--- config.mk ---
export PLATFORM = sky130hd
export DESIGN_NAME = http_response_header_parser_unit
export DESIGN_NICKNAME = d
export VERILOG_FILES = /design/src/hrhp_pkg.sv /design/src/hrhp_parser.sv /design/src/hrhp_result_buf.sv /design/src/http_response_header_parser_unit.sv
export SDC_FILE = /design/constraint.sdc
export NUM_CORES = 1
export LEC_CHECK = 0
export ABC_CLOCK_PERIOD_IN_PS = 12000
export BUFFER_PORTS_ARGS = -buffer_cell sky130_fd_sc_hd__buf_2
export CORE_MARGIN = 2
export CORE_UTILIZATION = 35
export CTS_BUF_LIST = sky130_fd_sc_hd__clkbuf_4 sky130_fd_sc_hd__clkbuf_8
export DETAILED_ROUTE_END_ITERATION = 6
export SYNTH_ARGS = -nofsm -noshare
export SYNTH_HDL_FRONTEND = slang
export SYNTH_HIERARCHICAL = 1
export SYNTH_SLANG_ARGS = --single-unit
export TNS_END_PERCENT = 1
--- constraint.sdc ---
create_clock -name clk -period 12 [get_ports clk]
set_clock_uncertainty 0.05 [all_clocks]
set_input_delay 2.4 -clock clk [delete_from_list [all_inputs] [get_ports clk]]
set_output_delay 2.4 -clock clk [all_outputs]
set_load 0.01 [all_outputs]
--- src/hrhp_pkg.sv ---
`timescale 1ns / 1ps
`default_nettype none

package hrhp_pkg;

  localparam logic [31:0] SAT32           = 32'hFFFF_FFFF;
  localparam logic [31:0] DEFAULT_AGE_RST = 32'd3600;

  localparam logic [7:0] CH_CR     = 8'h0D;
  localparam logic [7:0] CH_LF     = 8'h0A;
  localparam logic [7:0] CH_UPPERC = 8'h43;
  localparam logic [7:0] CH_LOWERM = 8'h6D;
  localparam logic [7:0] CH_ZERO   = 8'h30;
  localparam logic [7:0] CH_NINE   = 8'h39;

  // Line-level parse modes.
  typedef enum logic [3:0] {
    MODE_LINE_START = 4'd0,
    MODE_PFX_BOTH   = 4'd1,
    MODE_PFX_LEN    = 4'd2,
    MODE_PFX_CACHE  = 4'd3,
    MODE_OTHER      = 4'd4,
    MODE_LEN_DIGITS = 4'd5,
    MODE_LEN_REST   = 4'd6,
    MODE_CC_SCAN    = 4'd7,
    MODE_CC_DIGITS  = 4'd8,
    MODE_SKIP_ONE   = 4'd9,
    MODE_END_NEXT   = 4'd10,
    MODE_DONE       = 4'd11
  } mode_t;

  typedef struct packed {
    logic [31:0] header_length;
    logic [31:0] content_length;
    logic [31:0] max_age;
    logic        age_from_header;
  } result_t;

  // Characters of "Content-Length: ".
  function automatic logic [7:0] key_len_char(input logic [3:0] idx);
    logic [7:0] ch;
    unique case (idx)
      4'd0:    ch = 8'h43;
      4'd1:    ch = 8'h6F;
      4'd2:    ch = 8'h6E;
      4'd3:    ch = 8'h74;
      4'd4:    ch = 8'h65;
      4'd5:    ch = 8'h6E;
      4'd6:    ch = 8'h74;
      4'd7:    ch = 8'h2D;
      4'd8:    ch = 8'h4C;
      4'd9:    ch = 8'h65;
      4'd10:   ch = 8'h6E;
      4'd11:   ch = 8'h67;
      4'd12:   ch = 8'h74;
      4'd13:   ch = 8'h68;
      4'd14:   ch = 8'h3A;
      default: ch = 8'h20;
    endcase
    return ch;
  endfunction

  // Characters of "Cache-Control: "; index 15 never matches.
  function automatic logic [7:0] key_cache_char(input logic [3:0] idx);
    logic [7:0] ch;
    unique case (idx)
      4'd0:    ch = 8'h43;
      4'd1:    ch = 8'h61;
      4'd2:    ch = 8'h63;
      4'd3:    ch = 8'h68;
      4'd4:    ch = 8'h65;
      4'd5:    ch = 8'h2D;
      4'd6:    ch = 8'h43;
      4'd7:    ch = 8'h6F;
      4'd8:    ch = 8'h6E;
      4'd9:    ch = 8'h74;
      4'd10:   ch = 8'h72;
      4'd11:   ch = 8'h6F;
      4'd12:   ch = 8'h6C;
      4'd13:   ch = 8'h3A;
      4'd14:   ch = 8'h20;
      default: ch = 8'h00;
    endcase
    return ch;
  endfunction

  // Characters of "max-age=".
  function automatic logic [7:0] key_age_char(input logic [2:0] idx);
    logic [7:0] ch;
    unique case (idx)
      3'd0:    ch = 8'h6D;
      3'd1:    ch = 8'h61;
      3'd2:    ch = 8'h78;
      3'd3:    ch = 8'h2D;
      3'd4:    ch = 8'h61;
      3'd5:    ch = 8'h67;
      3'd6:    ch = 8'h65;
      default: ch = 8'h3D;
    endcase
    return ch;
  endfunction

  // value * 10 + digit, saturating at the full 32-bit range.
  function automatic logic [31:0] add_digit(input logic [31:0] v, input logic [3:0] d);
    logic [35:0] t;
    t = ({4'd0, v} << 3) + ({4'd0, v} << 1) + {32'd0, d};
    return (|t[35:32]) ? SAT32 : t[31:0];
  endfunction

endpackage

`default_nettype wire

--- src/hrhp_parser.sv ---
`timescale 1ns / 1ps
`default_nettype none

module hrhp_parser (
  input  wire logic            clk,
  input  wire logic            rst_n,
  input  wire logic            accept,
  input  wire logic [7:0]      data_byte,
  input  wire logic            start_of_message,
  input  wire logic [31:0]     default_age,
  output logic                 res_push,
  output hrhp_pkg::result_t    res_data
);
  import hrhp_pkg::*;

  mode_t       mode_r,     mode_nxt;
  logic [4:0]  match_r,    match_nxt;
  logic [31:0] len_r,      len_nxt;
  logic [31:0] age_r,      age_nxt;
  logic        seen_r,     seen_nxt;
  logic [31:0] count_r,    count_nxt;
  logic        fin_r,      fin_nxt;

  mode_t       eff_mode;
  logic [4:0]  eff_match;
  logic [31:0] eff_len;
  logic [31:0] eff_age;
  logic        eff_seen;
  logic [31:0] eff_count;
  logic        eff_fin;

  logic        is_digit;
  logic [3:0]  pfx_idx;
  logic        do_scan;
  logic [2:0]  scan_idx;
  logic        emit;

  assign is_digit = (data_byte >= CH_ZERO) && (data_byte <= CH_NINE);
  assign pfx_idx  = eff_match[3:0];

  always_comb begin
    // A start mark clears the parse state before the byte is parsed.
    if (start_of_message) begin
      eff_mode  = MODE_LINE_START;
      eff_match = '0;
      eff_len   = '0;
      eff_age   = '0;
      eff_seen  = 1'b0;
      eff_count = '0;
      eff_fin   = 1'b0;
    end else begin
      eff_mode  = mode_r;
      eff_match = match_r;
      eff_len   = len_r;
      eff_age   = age_r;
      eff_seen  = seen_r;
      eff_count = count_r;
      eff_fin   = fin_r;
    end

    mode_nxt  = eff_mode;
    match_nxt = eff_match;
    len_nxt   = eff_len;
    age_nxt   = eff_age;
    seen_nxt  = eff_seen;
    count_nxt = eff_count;
    fin_nxt   = eff_fin;
    do_scan   = 1'b0;
    scan_idx  = eff_match[2:0];
    emit      = 1'b0;

    if (!eff_fin) begin
      if (eff_count != SAT32) begin
        count_nxt = eff_count + 32'd1;
      end

      case (eff_mode)
        MODE_LINE_START: begin
          if (data_byte == CH_CR) begin
            mode_nxt = MODE_END_NEXT;
          end else if (data_byte == CH_UPPERC) begin
            mode_nxt  = MODE_PFX_BOTH;
            match_nxt = 5'd1;
          end else if (data_byte != CH_LF) begin
            mode_nxt = MODE_OTHER;
          end
        end
        MODE_PFX_BOTH: begin
          if (data_byte == key_len_char(4'd1)) begin
            mode_nxt  = MODE_PFX_LEN;
            match_nxt = 5'd2;
          end else if (data_byte == key_cache_char(4'd1)) begin
            mode_nxt  = MODE_PFX_CACHE;
            match_nxt = 5'd2;
          end else begin
            mode_nxt  = (data_byte == CH_LF) ? MODE_LINE_START : MODE_OTHER;
            match_nxt = '0;
          end
        end
        MODE_PFX_LEN: begin
          if (data_byte == key_len_char(pfx_idx)) begin
            if (pfx_idx == 4'd15) begin
              mode_nxt  = MODE_LEN_DIGITS;
              match_nxt = '0;
              len_nxt   = '0;
            end else begin
              match_nxt = {1'b0, pfx_idx} + 5'd1;
            end
          end else begin
            mode_nxt  = (data_byte == CH_LF) ? MODE_LINE_START : MODE_OTHER;
            match_nxt = '0;
          end
        end
        MODE_PFX_CACHE: begin
          if ((pfx_idx != 4'd15) && (data_byte == key_cache_char(pfx_idx))) begin
            if (pfx_idx == 4'd14) begin
              mode_nxt  = MODE_CC_SCAN;
              match_nxt = '0;
            end else begin
              match_nxt = {1'b0, pfx_idx} + 5'd1;
            end
          end else begin
            mode_nxt  = (data_byte == CH_LF) ? MODE_LINE_START : MODE_OTHER;
            match_nxt = '0;
          end
        end
        MODE_OTHER: begin
          if (data_byte == CH_LF) begin
            mode_nxt = MODE_LINE_START;
          end
        end
        MODE_LEN_DIGITS: begin
          if (is_digit) begin
            len_nxt = add_digit(eff_len, data_byte[3:0]);
          end else begin
            mode_nxt = (data_byte == CH_CR) ? MODE_SKIP_ONE : MODE_LEN_REST;
          end
        end
        MODE_LEN_REST: begin
          if (data_byte == CH_CR) begin
            mode_nxt = MODE_SKIP_ONE;
          end
        end
        MODE_CC_SCAN: begin
          do_scan = 1'b1;
        end
        MODE_CC_DIGITS: begin
          if (is_digit) begin
            age_nxt = add_digit(eff_age, data_byte[3:0]);
          end else begin
            // The digit run ends; this byte restarts the max-age search.
            mode_nxt  = MODE_CC_SCAN;
            match_nxt = '0;
            do_scan   = 1'b1;
            scan_idx  = 3'd0;
          end
        end
        MODE_SKIP_ONE: begin
          mode_nxt  = MODE_LINE_START;
          match_nxt = '0;
        end
        MODE_END_NEXT: begin
          mode_nxt = MODE_DONE;
          fin_nxt  = 1'b1;
          emit     = 1'b1;
        end
        default: begin
          mode_nxt = MODE_DONE;
          fin_nxt  = 1'b1;
        end
      endcase

      if (do_scan) begin
        if (data_byte == CH_CR) begin
          mode_nxt = MODE_SKIP_ONE;
        end else if (data_byte == key_age_char(scan_idx)) begin
          if (scan_idx == 3'd7) begin
            mode_nxt  = MODE_CC_DIGITS;
            age_nxt   = '0;
            seen_nxt  = 1'b1;
            match_nxt = '0;
          end else begin
            match_nxt = {2'b00, scan_idx} + 5'd1;
          end
        end else begin
          match_nxt = (data_byte == CH_LOWERM) ? 5'd1 : 5'd0;
        end
      end
    end
  end

  assign res_push                 = accept && emit;
  assign res_data.header_length   = count_nxt;
  assign res_data.content_length  = eff_len;
  assign res_data.max_age         = eff_seen ? eff_age : default_age;
  assign res_data.age_from_header = eff_seen;

  always_ff @(posedge clk) begin
    if (!rst_n) begin
      mode_r  <= MODE_LINE_START;
      match_r <= '0;
      len_r   <= '0;
      age_r   <= '0;
      seen_r  <= 1'b0;
      count_r <= '0;
      fin_r   <= 1'b0;
    end else if (accept) begin
      mode_r  <= mode_nxt;
      match_r <= match_nxt;
      len_r   <= len_nxt;
      age_r   <= age_nxt;
      seen_r  <= seen_nxt;
      count_r <= count_nxt;
      fin_r   <= fin_nxt;
    end
  end

endmodule

`default_nettype wire

--- src/hrhp_result_buf.sv ---
`timescale 1ns / 1ps
`default_nettype none

module hrhp_result_buf (
  input  wire logic            clk,
  input  wire logic            rst_n,
  input  wire logic            push,
  input  wire hrhp_pkg::result_t push_data,
  output logic                 full,
  output logic                 out_valid,
  input  wire logic            out_stall,
  output hrhp_pkg::result_t    out_data
);
  import hrhp_pkg::*;

  // Entry 0 drives the output; entry 1 is the skid slot.
  result_t e0_r, e1_r;
  logic    v0_r, v1_r;
  logic    pop;

  assign pop       = v0_r && !out_stall;
  assign full      = v1_r;
  assign out_valid = v0_r;
  assign out_data  = e0_r;

  always_ff @(posedge clk) begin
    if (!rst_n) begin
      v0_r <= 1'b0;
      v1_r <= 1'b0;
    end else if (pop) begin
      if (v1_r) begin
        e0_r <= e1_r;
        if (push) begin
          e1_r <= push_data;
        end else begin
          v1_r <= 1'b0;
        end
      end else if (push) begin
        e0_r <= push_data;
      end else begin
        v0_r <= 1'b0;
      end
    end else if (push) begin
      if (!v0_r) begin
        e0_r <= push_data;
        v0_r <= 1'b1;
      end else begin
        e1_r <= push_data;
        v1_r <= 1'b1;
      end
    end
  end

endmodule

`default_nettype wire

--- src/http_response_header_parser_unit.sv ---
`timescale 1ns / 1ps
`default_nettype none

// Channel   Direction  Handshake            Payload
// in_       input      in_valid / in_stall  in_data_byte[7:0], in_start_of_message
// out_      output     out_valid/out_stall  out_header_length, out_content_length,
//                                           out_max_age, out_age_from_header
// cfg_      input      cfg_valid/cfg_ready  cfg_data[31:0] (default age)
//
// One byte is taken per cycle while in_stall is low. The parse state updates at
// the edge of the input transaction; a result, if any, enters the result buffer
// at that edge; with the buffer empty, out_valid rises in the following cycle.
// The rate is set by the combinational matcher and decimal accumulator.
// Reset (synchronous, rst_n low) clears the parse state and sets the default
// age to 3600. in_stall rises only when both result slots are occupied, so a
// stalled output does not hold up input until a second result is waiting.

module http_response_header_parser_unit (
  input  wire logic        clk,
  input  wire logic        rst_n,
  input  wire logic        in_valid,
  output logic             in_stall,
  input  wire logic [7:0]  in_data_byte,
  input  wire logic        in_start_of_message,
  output logic             out_valid,
  input  wire logic        out_stall,
  output logic [31:0]      out_header_length,
  output logic [31:0]      out_content_length,
  output logic [31:0]      out_max_age,
  output logic             out_age_from_header,
  input  wire logic        cfg_valid,
  output logic             cfg_ready,
  input  wire logic [31:0] cfg_data
);
  import hrhp_pkg::*;

  logic        accept;
  logic        buf_full;
  logic        res_push;
  result_t     res_data;
  result_t     out_data;
  logic [31:0] default_age_r;

  // The configuration register takes a write in any cycle.
  assign cfg_ready = 1'b1;

  always_ff @(posedge clk) begin
    if (!rst_n) begin
      default_age_r <= DEFAULT_AGE_RST;
    end else if (cfg_valid) begin
      default_age_r <= cfg_data;
    end
  end

  // An input transaction completes whenever the result buffer has room.
  assign in_stall = buf_full;
  assign accept   = in_valid && !buf_full;

  hrhp_parser u_parser (
    .clk              (clk),
    .rst_n            (rst_n),
    .accept           (accept),
    .data_byte        (in_data_byte),
    .start_of_message (in_start_of_message),
    .default_age      (default_age_r),
    .res_push         (res_push),
    .res_data         (res_data)
  );

  hrhp_result_buf u_result_buf (
    .clk       (clk),
    .rst_n     (rst_n),
    .push      (res_push),
    .push_data (res_data),
    .full      (buf_full),
    .out_valid (out_valid),
    .out_stall (out_stall),
    .out_data  (out_data)
  );

  assign out_header_length   = out_data.header_length;
  assign out_content_length  = out_data.content_length;
  assign out_max_age         = out_data.max_age;
  assign out_age_from_header = out_data.age_from_header;

endmodule

`default_nettype wire

==> reports/metrics.json, run 1 <==
{
  "postSynthRegisterBits": {"value": 334},
  "drt_wl_total": {"value": 53670, "unit": "um"},
  "cts_repair_resize_count": {"value": 0},
  "netlist_top_cells_count": {"value": "194 x sky130_fd_sc_hd__edfxtp_1, 194 x sky130_fd_sc_hd__nand2_1, 162 x sky130_fd_sc_hd__nor2_1"},
  "die_area": {"value": 61090, "unit": "um2"},
  "irDropWorstVdd": {"value": 66.43, "unit": "uV"},
  "worst_slack": {"value": 4.749, "unit": "ns"},
  "fp-row-count": {"value": 89},
  "timing.final.crit_period": {"value": 7.251, "unit": "ns"},
  "final-max-slew-violation-count": {"value": 0},
  "synth.largest_area_cell": {"value": "sky130_fd_sc_hd__edfxtp_1"},
  "tritoncts": {"value": "yes"},
  "core_area": {"value": 58690, "unit": "um2"},
  "pre_cts_ws": {"value": 4.205, "unit": "ns"},
  "synth_cell_type_count": {"value": 90},
  "synth-compound-area-share": {"value": 14.88, "unit": "%"},
  "startpoint_type": {"value": "primary input"},
  "number_of_flops_mapped_to_enable_cells_by_yosys": {"value": 194},
  "muxShareOfSynthArea": {"value": 10.16, "unit": "%"},
  "gp_routability_congestion": {"value": 0.9031},
  "syn-cell-area": {"value": 20700, "unit": "um2"},
  "synth-xor-area-share": {"value": 3.682, "unit": "%"},
  "area_growth": {"value": 12.30, "unit": "%"},
  "grt.overflow.total": {"value": 0},
  "port_buffers": {"value": 144},
  "max_cap_violation_count": {"value": 0},
  "cp.required": {"value": 12.46, "unit": "ns"},
  "dp_hpwl": {"value": 37740, "unit": "um"},
  "yosys.area_share.simple": {"value": 17.41, "unit": "%"},
  "numCtsBuffers": {"value": 59},
  "drc": {"value": 0},
  "final_nets": {"value": 2393},
  "chip_width": {"value": 247.2, "unit": "um"},
  "clk_pin_slew": {"value": 0.07, "unit": "ns"},
  "timing.setup.critical_path_class": {"value": "in -> reg"},
  "initial_utilization": {"value": 35.27, "unit": "%"},
  "die_h": {"value": 247.2, "unit": "um"},
  "clock.fmax": {"value": 137.9, "unit": "MHz"},
  "final_min_period_over_clock_period": {"value": 60.43, "unit": "%"},
  "max_slew.worst_pin.slew": {"value": 1.198, "unit": "ns"},
  "cts_setup_buffers": {"value": 0},
  "antenna_found_initial": {"value": 3},
  "routed_wire_length_per_instance": {"value": 17.71, "unit": "um"},
  "largest_cells_by_area_after_synthesis": {"value": "sky130_fd_sc_hd__edfxtp_1 28%, sky130_fd_sc_hd__dfxtp_1 14%, sky130_fd_sc_hd__ha_1 8.5%, sky130_fd_sc_hd__mux2_2 5.5%, sky130_fd_sc_hd__nand2_1 3.5%"},
  "number_of_sinks_handled_by_clock_tree_synthesis": {"value": 334},
  "drt_pre_antenna_iters": {"value": 5},
  "critical_path.startpoint": {"value": "in_start_of_message"},
  "synth-adder-area-share": {"value": 8.814, "unit": "%"},
  "reg_to_reg_start": {"value": "u_parser/len_r[2]$_SDFFE_PN0P_"},
  "cp_endpoint_kind": {"value": "flip-flop"},
  "ant_nets": {"value": 0},
  "total_leakage_power": {"value": 0.009761, "unit": "uW"},
  "viasPerCell": {"value": 5.420},
  "holdCritPathClass": {"value": "reg -> reg"},
  "synth_warnings": {"value": 6},
  "syn_area_per_cell": {"value": 9.936, "unit": "um2"},
  "rsz0062_at_grt": {"value": "no"},
  "fin_total_pwr": {"value": 2426, "unit": "uW"},
  "h-tree-depth": {"value": 2},
  "syn-num-nets": {"value": 2273},
  "postCtsHoldBufs": {"value": 0},
  "pin_count": {"value": 146},
  "cp_data_arrival_time": {"value": 7.71, "unit": "ns"},
  "slew_headroom": {"value": 19.83, "unit": "%"},
  "setup-tns-final": {"value": 0, "unit": "ns"},
  "grt.total_usage": {"value": 17.38, "unit": "%"},
  "synth_top_cell_area_share": {"value": 28.15, "unit": "%"},
  "drive_gt1_share": {"value": 19.25, "unit": "%"},
  "grt_first_pass_wirelength": {"value": 86140, "unit": "um"},
  "synth_flop_cell": {"value": "sky130_fd_sc_hd__edfxtp_1"},
  "hold_path.startpoint": {"value": "u_parser/len_r[17]$_SDFFE_PN0P_"},
  "ctsRootBufferMaster": {"value": "sky130_fd_sc_hd__clkbuf_8"},
  "synth_top_family_by_area": {"value": "simple AND/OR/NAND/NOR gates"},
  "grt_max_degree": {"value": 72},
  "status": {"value": "finished, final reports clean"},
  "final-hold-violation-count": {"value": 0},
  "cts.path.max_buffers": {"value": 3},
  "vias": {"value": 16420},
  "post_synth_inst_count": {"value": 2083},
  "critPathMaxFanout": {"value": 71},
  "final-setup-viol-count": {"value": 0},
  "number_of_global_route_vias_before_repair": {"value": 15910},
  "clock_latency": {"value": 0.67, "unit": "ns"},
  "drtIter0Drc": {"value": 1226},
  "ys_seq_area_share": {"value": 41.69, "unit": "%"},
  "cellPowerDensity": {"value": 104.4, "unit": "nW/um2"},
  "synthArstFlopShare": {"value": 0, "unit": "%"}
}
## worst paths after layout
kind              slack, ns                         endpoint  depth (start not counted)
setup / recovery       4.75  u_parser/len_r[23]$_SDFFE_PN0P_                         18
setup reg to reg       7.06  u_parser/len_r[23]$_SDFFE_PN0P_                         13
hold / removal         0.38  u_parser/len_r[17]$_SDFFE_PN0P_                          2
hold reg to reg        0.38  u_parser/len_r[17]$_SDFFE_PN0P_                          2
## power breakdown
| group | internal [uW] | switching [uW] | total (uW) |
|---|---|---|---|
| registers | 1210 | 9.34 | 1220 |
| clock network | 575 | 506 | 1080 |
| logic | 46.7 | 75.8 | 123 |
| total | 1830 | 591 | 2430 |
## logic make-up after synthesis
family | Yosys count
mux | 180
buf+inv | 145
other cells | 1
xor+xnor | 87
compound gates | 484
flops | 334
fa+ha+maj | 144
simple gates | 708
## worst max-delay path: stages
cell and delay, ns:
sky130_fd_sc_hd__buf_4 0.23, sky130_fd_sc_hd__buf_4 0.68, sky130_fd_sc_hd__inv_1 0.09, sky130_fd_sc_hd__buf_4 0.26, sky130_fd_sc_hd__nand2_1 0.13, sky130_fd_sc_hd__inv_1 0.09, sky130_fd_sc_hd__ha_1 0.29, sky130_fd_sc_hd__ha_1 0.36
sky130_fd_sc_hd__o211ai_1 0.13, sky130_fd_sc_hd__o211ai_1 0.32, sky130_fd_sc_hd__nand4_1 0.16, sky130_fd_sc_hd__a32oi_1 0.60, sky130_fd_sc_hd__a221oi_1 0.27, sky130_fd_sc_hd__xnor2_1 0.27, sky130_fd_sc_hd__o2111ai_2 0.48, sky130_fd_sc_hd__buf_4 0.41
sky130_fd_sc_hd__a21oi_1 0.33, sky130_fd_sc_hd__a221oi_1 0.17
## sequential cells by signal (all words and copies together) (netlist names)
signal                  count
u_parser/age_r             32
u_parser/len_r             32
default_age_r              32
u_result_buf/e1_r          97
u_result_buf/full           1
u_parser/match_r            4
u_parser/mode_r             4
u_parser/count_r           32
u_result_buf/out_data      97
u_parser/fin_r              1
u_parser/seen_r             1
u_result_buf/out_valid      1
## metrics by stage
step	utilization, %	cells	hold slack (ns)	instance area (um2)
6_report	39.60	3030	0.3841	23240
2_1_floorplan	-	2083	0.3576	20700
3_5_place_dp	37.53	2915	0.3726	22030
4_1_cts	39.59	3027	0.3845	23230
5_1_grt	39.59	3028	0.3985	23240
3_3_place_gp	37.53	2915	0.3675	22030
## final cells by class
| type | instances | area [um2] |
|---|---|---|
| diodes | 3 | 7.507 |
| clock buffers | 74 | 962.2 |
| clock inverters | 38 | 244.0 |
| fillers | 5750 | 35440 |
| inverters | 43 | 161.4 |
| multi-input cells | 1604 | 11420 |
| flip-flops and latches | 334 | 8628 |
| well taps | 773 | 967.2 |
| repair buffers | 161 | 850.8 |
## cell usage in the layout, fill, tap and decap left out, types with 36 or more instances in the layout
| cell | count |
|---|---|
| sky130_fd_sc_hd__a21oi_1 | 115 |
| sky130_fd_sc_hd__and3_1 | 36 |
| sky130_fd_sc_hd__buf_2 | 143 |
| sky130_fd_sc_hd__clkbuf_8 | 65 |
| sky130_fd_sc_hd__dfxtp_1 | 140 |
| sky130_fd_sc_hd__edfxtp_1 | 194 |
| sky130_fd_sc_hd__ha_1 | 141 |
| sky130_fd_sc_hd__inv_1 | 40 |
| sky130_fd_sc_hd__mux2_2 | 101 |
| sky130_fd_sc_hd__mux2i_1 | 47 |
| sky130_fd_sc_hd__nand2_1 | 194 |
| sky130_fd_sc_hd__nand3_1 | 36 |
| sky130_fd_sc_hd__nor2_1 | 161 |
| sky130_fd_sc_hd__nor2b_1 | 115 |
| sky130_fd_sc_hd__o21ai_0 | 121 |
| sky130_fd_sc_hd__o21ai_1 | 39 |
| sky130_fd_sc_hd__xnor2_1 | 50 |
| sky130_fd_sc_hd__xor2_1 | 37 |
## routing by layer
layer	part of all wire (%)	vias to the layer above	routed length, um	global-route usage [%]
met4	1.9	4	999	4.509
met1	48	7938	25580	24.13
met5	0.054	-	29	0
met2	45	445	24210	27.99
li1	-	7959	-	-
met3	5.3	76	2855	2.854
No activity file was read; power rests on OpenSTA's default activity.
==> run 2, diff against run 1 <==
Settings changed: ABC_CLOCK_PERIOD_IN_PS 12000 to 6600.
Clock period 12 ns to 6.6 ns, I/O delays scaled along.
==> run 2 against run 1 <==
Via count down 0.84%. Largest cell class unchanged. Total power up 84%. Sequential share of layout area down 0.31 points.
==> reports/metrics.json, run 2 (same netlist as run 1, synthesis figures left out) <==
{
  "status": {"value": "finished, final reports clean"},
  "ant_nets": {"value": 0, "change": "unchanged"},
  "port_buffers": {"value": 144, "change": "unchanged"},
  "hold_path.startpoint": {"value": "u_parser/len_r[19]$_SDFFE_PN0P_"},
  "final-hold-violation-count": {"value": 0, "change": "unchanged"},
  "pre_cts_ws": {"value": 0.6669, "unit": "ns", "change": "-3.538 ns"},
  "critical_path.startpoint": {"value": "in_start_of_message"},
  "drtIter0Drc": {"value": 1038, "change": "-15%"},
  "grt_first_pass_wirelength": {"value": 86870, "unit": "um", "change": "+0.85%"},
  "cts_repair_resize_count": {"value": 0, "change": "unchanged"},
  "cp_data_arrival_time": {"value": 5.75, "unit": "ns", "change": "-1.96 ns"},
  "die_h": {"value": 247.2, "unit": "um", "change": "unchanged"},
  "initial_utilization": {"value": 35.27, "unit": "%", "change": "unchanged"},
  "cp.required": {"value": 7.04, "unit": "ns", "change": "-5.42 ns"},
  "chip_width": {"value": 247.2, "unit": "um", "change": "unchanged"},
  "drc": {"value": 0, "change": "unchanged"},
  "number_of_sinks_handled_by_clock_tree_synthesis": {"value": 334, "change": "unchanged"},
  "gp_routability_congestion": {"value": 0.8962, "change": "-0.76%"},
  "finalHoldWorstSlack": {"value": 0.3857, "unit": "ns", "change": "+0.001644 ns"},
  "clock_latency": {"value": 0.65, "unit": "ns", "change": "-0.02 ns"},
  "postCtsHoldBufs": {"value": 0, "change": "unchanged"},
  "timing.final.crit_period": {"value": 5.304, "unit": "ns"},
  "routed_wire_length_per_instance": {"value": 17.68, "unit": "um", "change": "-0.17%"},
  "final-max-slew-violation-count": {"value": 0, "change": "unchanged"},
  "die_area": {"value": 61090, "unit": "um2", "change": "unchanged"},
  "number_of_global_route_vias_before_repair": {"value": 16350, "change": "+2.8%"},
  "grt.overflow.total": {"value": 0, "change": "unchanged"},
  "final_nets": {"value": 2411, "change": "+0.75%"},
  "numCtsBuffers": {"value": 58, "change": "-1.7%"},
  "irDropWorstVdd": {"value": 141.9, "unit": "uV", "change": "+110%"},
  "slew_headroom": {"value": 28.02, "unit": "%", "change": "+8.2 points"},
  "vias": {"value": 16280, "change": "-0.84%"},
  "cts.path.max_buffers": {"value": 3, "change": "unchanged"},
  "critPathMaxFanout": {"value": 24, "change": "-66%"},
  "fp-row-count": {"value": 89, "change": "unchanged"},
  "worst_slack": {"value": 1.296, "unit": "ns", "change": "-3.453 ns"},
  "h-tree-depth": {"value": 2, "change": "unchanged"},
  "startpoint_type": {"value": "primary input"},
  "grt_max_degree": {"value": 70, "change": "-2.8%"},
  "grt.total_usage": {"value": 17.50, "unit": "%", "change": "+0.12 points"},
  "final-setup-viol-count": {"value": 0, "change": "unchanged"},
  "tritoncts": {"value": "yes"},
  "max_cap_violation_count": {"value": 0, "change": "unchanged"},
  "cp_endpoint_kind": {"value": "flip-flop"},
  "clock.fmax": {"value": 188.5, "unit": "MHz"},
  "viasPerCell": {"value": 5.348, "change": "-1.3%"},
  "ctsRootBufferMaster": {"value": "sky130_fd_sc_hd__clkbuf_8"},
  "drt_pre_antenna_iters": {"value": 5, "change": "unchanged"},
  "setup-tns-final": {"value": 0, "unit": "ns", "change": "unchanged"},
  "dp_hpwl": {"value": 38720, "unit": "um", "change": "+2.6%"},
  "holdCritPathClass": {"value": "reg -> reg"},
  "total_leakage_power": {"value": 0.009878, "unit": "uW", "change": "+1.2%"},
  "cellPowerDensity": {"value": 190.2, "unit": "nW/um2", "change": "+82%"},
  "area_growth": {"value": 13.25, "unit": "%"},
  "rsz0062_at_grt": {"value": "no"},
  "core_area": {"value": 58690, "unit": "um2", "change": "unchanged"},
  "drt_wl_total": {"value": 53850, "unit": "um", "change": "+0.33%"},
  "antenna_found_initial": {"value": 6, "change": "+3"},
  "reg_to_reg_start": {"value": "u_parser/len_r[0]$_SDFFE_PN0P_"},
  "pin_count": {"value": 146, "change": "unchanged"},
  "most-common-layout-cells": {"value": "194 x sky130_fd_sc_hd__nand2_1, 194 x sky130_fd_sc_hd__edfxtp_1, 161 x sky130_fd_sc_hd__nor2_1, 143 x sky130_fd_sc_hd__buf_2, 141 x sky130_fd_sc_hd__ha_1"},
  "cts_setup_buffers": {"value": 0, "change": "unchanged"},
  "clk_pin_slew": {"value": 0.07, "unit": "ns", "change": "about the same"},
  "max_slew.worst_pin.slew": {"value": 1.076, "unit": "ns", "change": "-0.1224 ns"},
  "timing.setup.critical_path_class": {"value": "in -> reg"},
  "drive_gt1_share": {"value": 19.83, "unit": "%", "change": "+0.58 points"},
  "final_min_period_over_clock_period": {"value": 80.37, "unit": "%"}
}
==> run 2: changes by cell type in the layout (fill, tap and decap cells not counted), sizes merged <==
| cell | change |
|---|---|
| clkbuf | +6 |
| buf | +19 |
| clkinvlp | -1 |
| clkinv | -11 |
| bufinv | +2 |
==> run 2: critical path: stages <==
cell and delay [ns]:
sky130_fd_sc_hd__buf_4 0.20, sky130_fd_sc_hd__buf_4 0.26, sky130_fd_sc_hd__nor2b_1 0.39, sky130_fd_sc_hd__ha_1 0.32, sky130_fd_sc_hd__ha_1 0.39, sky130_fd_sc_hd__a21oi_1 0.29
sky130_fd_sc_hd__o21ai_0 0.20, sky130_fd_sc_hd__a2111oi_0 0.62, sky130_fd_sc_hd__o32a_1 0.23, sky130_fd_sc_hd__o21a_1 0.14, sky130_fd_sc_hd__xor2_1 0.22, sky130_fd_sc_hd__o2111ai_2 0.52
sky130_fd_sc_hd__a21oi_1 0.48, sky130_fd_sc_hd__a221oi_1 0.15
==> run 2: layer usage <==
layer | part of all wire, % | up-vias | track usage (%)
li1 | - | 7990 | -
met1 | 47 | 7824 | 23.69
met2 | 45 | 375 | 28.43
met3 | 5.0 | 91 | 2.941
met4 | 2.5 | 4 | 5.513
met5 | 0.056 | - | 0
==> run 2: worst paths after layout <==
check	endpoint	slack, ns	depth (start not counted)
min	u_parser/len_r[19]$_SDFFE_PN0P_	0.39	2
max reg2reg	u_parser/len_r[23]$_SDFFE_PN0P_	1.95	12
max	u_parser/len_r[23]$_SDFFE_PN0P_	1.30	14
min reg2reg	u_parser/len_r[19]$_SDFFE_PN0P_	0.39	2
==> run 2: power by group <==
part	switching [uW]	total [uW]	internal (uW)	leakage, uW
Combinational	141	229	87.6	0.00620
Clock	887	2010	1120	0.000649
Sequential	16.8	2220	2200	0.00303
==> run 2: per-stage QoR <==
stage          util [%]  cell area (um2)  std cells  total power (uW)
6_report          39.94            23440       3045              4458
5_1_grt           39.94            23440       3044              4627
4_1_cts           39.93            23430       3042              4528
3_5_place_dp      37.85            22210       2934              2492
3_3_place_gp      37.85            22210       2934              2487
2_1_floorplan         -            20710       2083              2422
==> run 2: layout make-up <==
class	count	area (um2)
antenna	3	7.507
clock buffer	80	982.2
clock inverter	28	235.2
fill	5773	35250
inverter	43	161.4
multi-input combinational	1604	11430
sequential	334	8628
tap	773	967.2
timing repair buffer	180	1031
==> run 3, diff against run 2 <==
Settings changed: ABC_CLOCK_PERIOD_IN_PS 6600 to 4700.
Clock period 6.6 ns to 4.7 ns, I/O delays scaled along.
==> run 3 against run 2 <==
Global-route usage rose by 0.69 points. Sequential power rose by 40%. Final cell count rose by 4.4%. Hold slack improved by 0.00064 ns. Via count rose by 3.8%. Sequential share of layout area fell by 2.0 points. Critical path depth rose by 1. Clock power rose by 57%. Utilization rose by 2.2 points. Clock-buffer cell count rose by 18. Setup slack got worse by 0.94 ns. Largest cell class unchanged. Largest power group is now the clock network. Highest routed layer unchanged.
==> reports/metrics.json, run 3 (same netlist as run 1, synthesis figures left out) <==
{
  "filler_cell_count": {"value": 5694, "change": "-1.4%"},
  "timing.setup.critical_path_class": {"value": "in -> reg"},
  "number_of_sinks_handled_by_clock_tree_synthesis": {"value": 334, "change": "unchanged"},
  "timing.final.crit_period": {"value": 4.344, "unit": "ns"},
  "final_min_period_over_clock_period": {"value": 92.42, "unit": "%"},
  "h-tree-depth": {"value": 2, "change": "unchanged"},
  "cts.path.max_buffers": {"value": 3, "change": "unchanged"},
  "grt.overflow.total": {"value": 0, "change": "unchanged"},
  "hold_path.startpoint": {"value": "u_parser/len_r[16]$_SDFFE_PN0P_"},
  "chip_width": {"value": 247.2, "unit": "um", "change": "unchanged"},
  "port_buffers": {"value": 144, "change": "unchanged"},
  "cts_setup_buffers": {"value": 0, "change": "unchanged"},
  "grt.total_usage": {"value": 18.19, "unit": "%", "change": "+0.69 points"},
  "most-common-layout-cells": {"value": "194 x sky130_fd_sc_hd__edfxtp_1, 193 x sky130_fd_sc_hd__nand2_1, 161 x sky130_fd_sc_hd__nor2_1, 160 x sky130_fd_sc_hd__buf_4, 143 x sky130_fd_sc_hd__buf_2"},
  "reg2reg_to": {"value": "u_parser/mode_r[2]$_SDFFE_PN0P_"},
  "antenna_found_initial": {"value": 8, "change": "+2"},
  "drtIter0Drc": {"value": 1128, "change": "+8.7%"},
  "tritoncts": {"value": "yes"},
  "dp_hpwl": {"value": 40490, "unit": "um", "change": "+4.6%"},
  "startpoint_type": {"value": "primary input"},
  "final-max-slew-violation-count": {"value": 0, "change": "unchanged"},
  "worst_slack": {"value": 0.3561, "unit": "ns", "change": "-0.9397 ns"},
  "number_of_global_route_vias_before_repair": {"value": 16590, "change": "+1.4%"},
  "timing.reg2reg.worst_path_depth": {"value": 14, "change": "+2"},
  "cp_data_arrival_time": {"value": 4.81, "unit": "ns", "change": "-0.94 ns"},
  "irDropWorstVdd": {"value": 187.6, "unit": "uV", "change": "+32%"},
  "min_to": {"value": "u_parser/len_r[16]$_SDFFE_PN0P_"},
  "clk_pin_slew": {"value": 0.06, "unit": "ns", "change": "about the same"},
  "finalHoldWorstSlack": {"value": 0.3864, "unit": "ns", "change": "+0.0006430 ns"},
  "clock.fmax": {"value": 230.2, "unit": "MHz"},
  "drt_pre_antenna_iters": {"value": 5, "change": "unchanged"},
  "final-hold-violation-count": {"value": 0, "change": "unchanged"},
  "pin_count": {"value": 146, "change": "unchanged"},
  "holdCritPathClass": {"value": "reg -> reg"},
  "postCtsHoldBufs": {"value": 0, "change": "unchanged"},
  "status": {"value": "finished, final reports clean"},
  "core_area": {"value": 58690, "unit": "um2", "change": "unchanged"},
  "gp_routability_congestion": {"value": 0.9143, "change": "+2.0%"},
  "total_leakage_power": {"value": 0.01067, "unit": "uW", "change": "+8.0%"},
  "viasPerCell": {"value": 5.319, "change": "-0.54%"},
  "cellPowerDensity": {"value": 267.3, "unit": "nW/um2", "change": "+41%"},
  "drt_wl_total": {"value": 56520, "unit": "um", "change": "+5.0%"},
  "fp-row-count": {"value": 89, "change": "unchanged"},
  "slew_headroom": {"value": 30.03, "unit": "%", "change": "+2.0 points"},
  "rsz0062_at_grt": {"value": "no"},
  "max_cap_violation_count": {"value": 0, "change": "unchanged"},
  "max_slew.worst_pin.slew": {"value": 1.050, "unit": "ns", "change": "-0.02609 ns"},
  "pre_cts_ws": {"value": -0.3157, "unit": "ns", "change": "-0.9826 ns"},
  "drc": {"value": 0, "change": "unchanged"},
  "final_nets": {"value": 2542, "change": "+5.4%"},
  "grt_first_pass_wirelength": {"value": 89480, "unit": "um", "change": "+3.0%"},
  "timing.reg2reg.setup_slack": {"value": 0.65, "unit": "ns", "change": "-1.30 ns"},
  "reg_to_reg_start": {"value": "u_parser/mode_r[3]$_SDFFE_PN0P_"},
  "vias": {"value": 16910, "change": "+3.8%"},
  "cp.required": {"value": 5.17, "unit": "ns", "change": "-1.87 ns"},
  "cp_endpoint_kind": {"value": "flip-flop"},
  "drive_gt1_share": {"value": 25.59, "unit": "%", "change": "+5.8 points"},
  "hold_path_depth": {"value": 2, "change": "unchanged"},
  "layout.cells.most_common": {"value": "sky130_fd_sc_hd__edfxtp_1"},
  "multi_input_area": {"value": 11540, "unit": "um2", "change": "+1.0%"},
  "footprint_of_the_flip_flops_and_latches": {"value": 8628, "unit": "um2", "change": "unchanged"},
  "die_area": {"value": 61090, "unit": "um2", "change": "unchanged"},
  "ctsRootBufferMaster": {"value": "sky130_fd_sc_hd__clkbuf_8"},
  "numCtsBuffers": {"value": 59, "change": "+1.7%"},
  "place_area": {"value": 23360, "unit": "um2", "change": "+5.1%"},
  "initial_utilization": {"value": 35.27, "unit": "%", "change": "unchanged"},
  "cts_repair_resize_count": {"value": 0, "change": "unchanged"},
  "routed_wire_length_per_instance": {"value": 17.78, "unit": "um", "change": "+0.53%"},
  "area_growth": {"value": 19.62, "unit": "%"},
  "die_h": {"value": 247.2, "unit": "um", "change": "unchanged"},
  "ant_nets": {"value": 0, "change": "unchanged"},
  "final-setup-viol-count": {"value": 0, "change": "unchanged"},
  "final_area": {"value": 24760, "unit": "um2", "change": "+5.6%"},
  "critPathMaxFanout": {"value": 15, "change": "-38%"},
  "clock_latency": {"value": 0.69, "unit": "ns", "change": "+0.04 ns"},
  "grt_max_degree": {"value": 75, "change": "+7.1%"}
}
-- run 3: area by class of cell --
class / count / share of cell area (%)
Clock buffer: 98 / 4.816
Sequential cell: 334 / 34.85
Tap cell: 773 / 3.907
Antenna cell: 3 / 0.03032
Clock inverter: 14 / 0.8137
Multi-Input combinational cell: 1604 / 46.61
Inverter: 43 / 0.6620
Timing Repair Buffer: 310 / 8.308
-- run 3: where the power goes --
part           total, uW  switching (uW)  leakage (uW)  internal [uW]
Sequential          3110            18.6       0.00303           3100
Clock               3160            1290      0.000731           1870
Combinational        344             208       0.00691            136
Total               6620            1510        0.0107           5110
-- run 3: routing by layer --
layer	global-route usage (%)	vias to the layer above	share of wire (%)
met5	0	-	0.090
met1	24.58	8116	47
met2	29.92	436	46
met3	3.028	91	5.3
met4	5.125	8	2.1
li1	-	8257	-
-- run 3: how the worst max path moves through the flow --
stage / from / end / slack (ns)
finish: in_start_of_message / u_parser/len_r[21]$_SDFFE_PN0P_ / 0.36
global route: in_start_of_message / u_parser/age_r[1]$_SDFFE_PN0P_ / 0.07
CTS: in_start_of_message / u_parser/len_r[21]$_SDFFE_PN0P_ / 0.42
detailed placement: in_start_of_message / u_parser/len_r[21]$_SDFFE_PN0P_ / -0.32
global placement: in_start_of_message / u_parser/len_r[23]$_SDFFE_PN0P_ / -0.31
floorplan: in_start_of_message / u_parser/len_r[25]$_SDFFE_PN0P_ / -0.01
-- run 3: critical path: stages --
cell	delay, ns
sky130_fd_sc_hd__buf_4	0.20
sky130_fd_sc_hd__buf_4	0.22
sky130_fd_sc_hd__nor2b_1	0.35
sky130_fd_sc_hd__ha_1	0.32
sky130_fd_sc_hd__ha_1	0.37
sky130_fd_sc_hd__a21oi_1	0.24
sky130_fd_sc_hd__o21ai_0	0.16
sky130_fd_sc_hd__a221oi_1	0.36
sky130_fd_sc_hd__o211ai_1	0.19
sky130_fd_sc_hd__a211oi_1	0.38
sky130_fd_sc_hd__and3b_1	0.27
sky130_fd_sc_hd__o2111ai_2	0.14
sky130_fd_sc_hd__buf_12	0.19
sky130_fd_sc_hd__a21oi_1	0.31
sky130_fd_sc_hd__a221oi_1	0.16
-- run 3: per-stage QoR --
| step | utilization (%) | TNS [ns] | std cells | total power (uW) |
|---|---|---|---|---|
| after floorplan | - | -0.3825 | 2083 | 3409 |
| after global placement | 39.80 | -7.835 | 3064 | 3511 |
| after detailed placement | 39.80 | -9.219 | 3064 | 3516 |
| after CTS | 42.17 | 0 | 3176 | 6724 |
| after global routing | 42.19 | 0 | 3179 | 6863 |
| final | 42.19 | 0 | 3179 | 6617 |
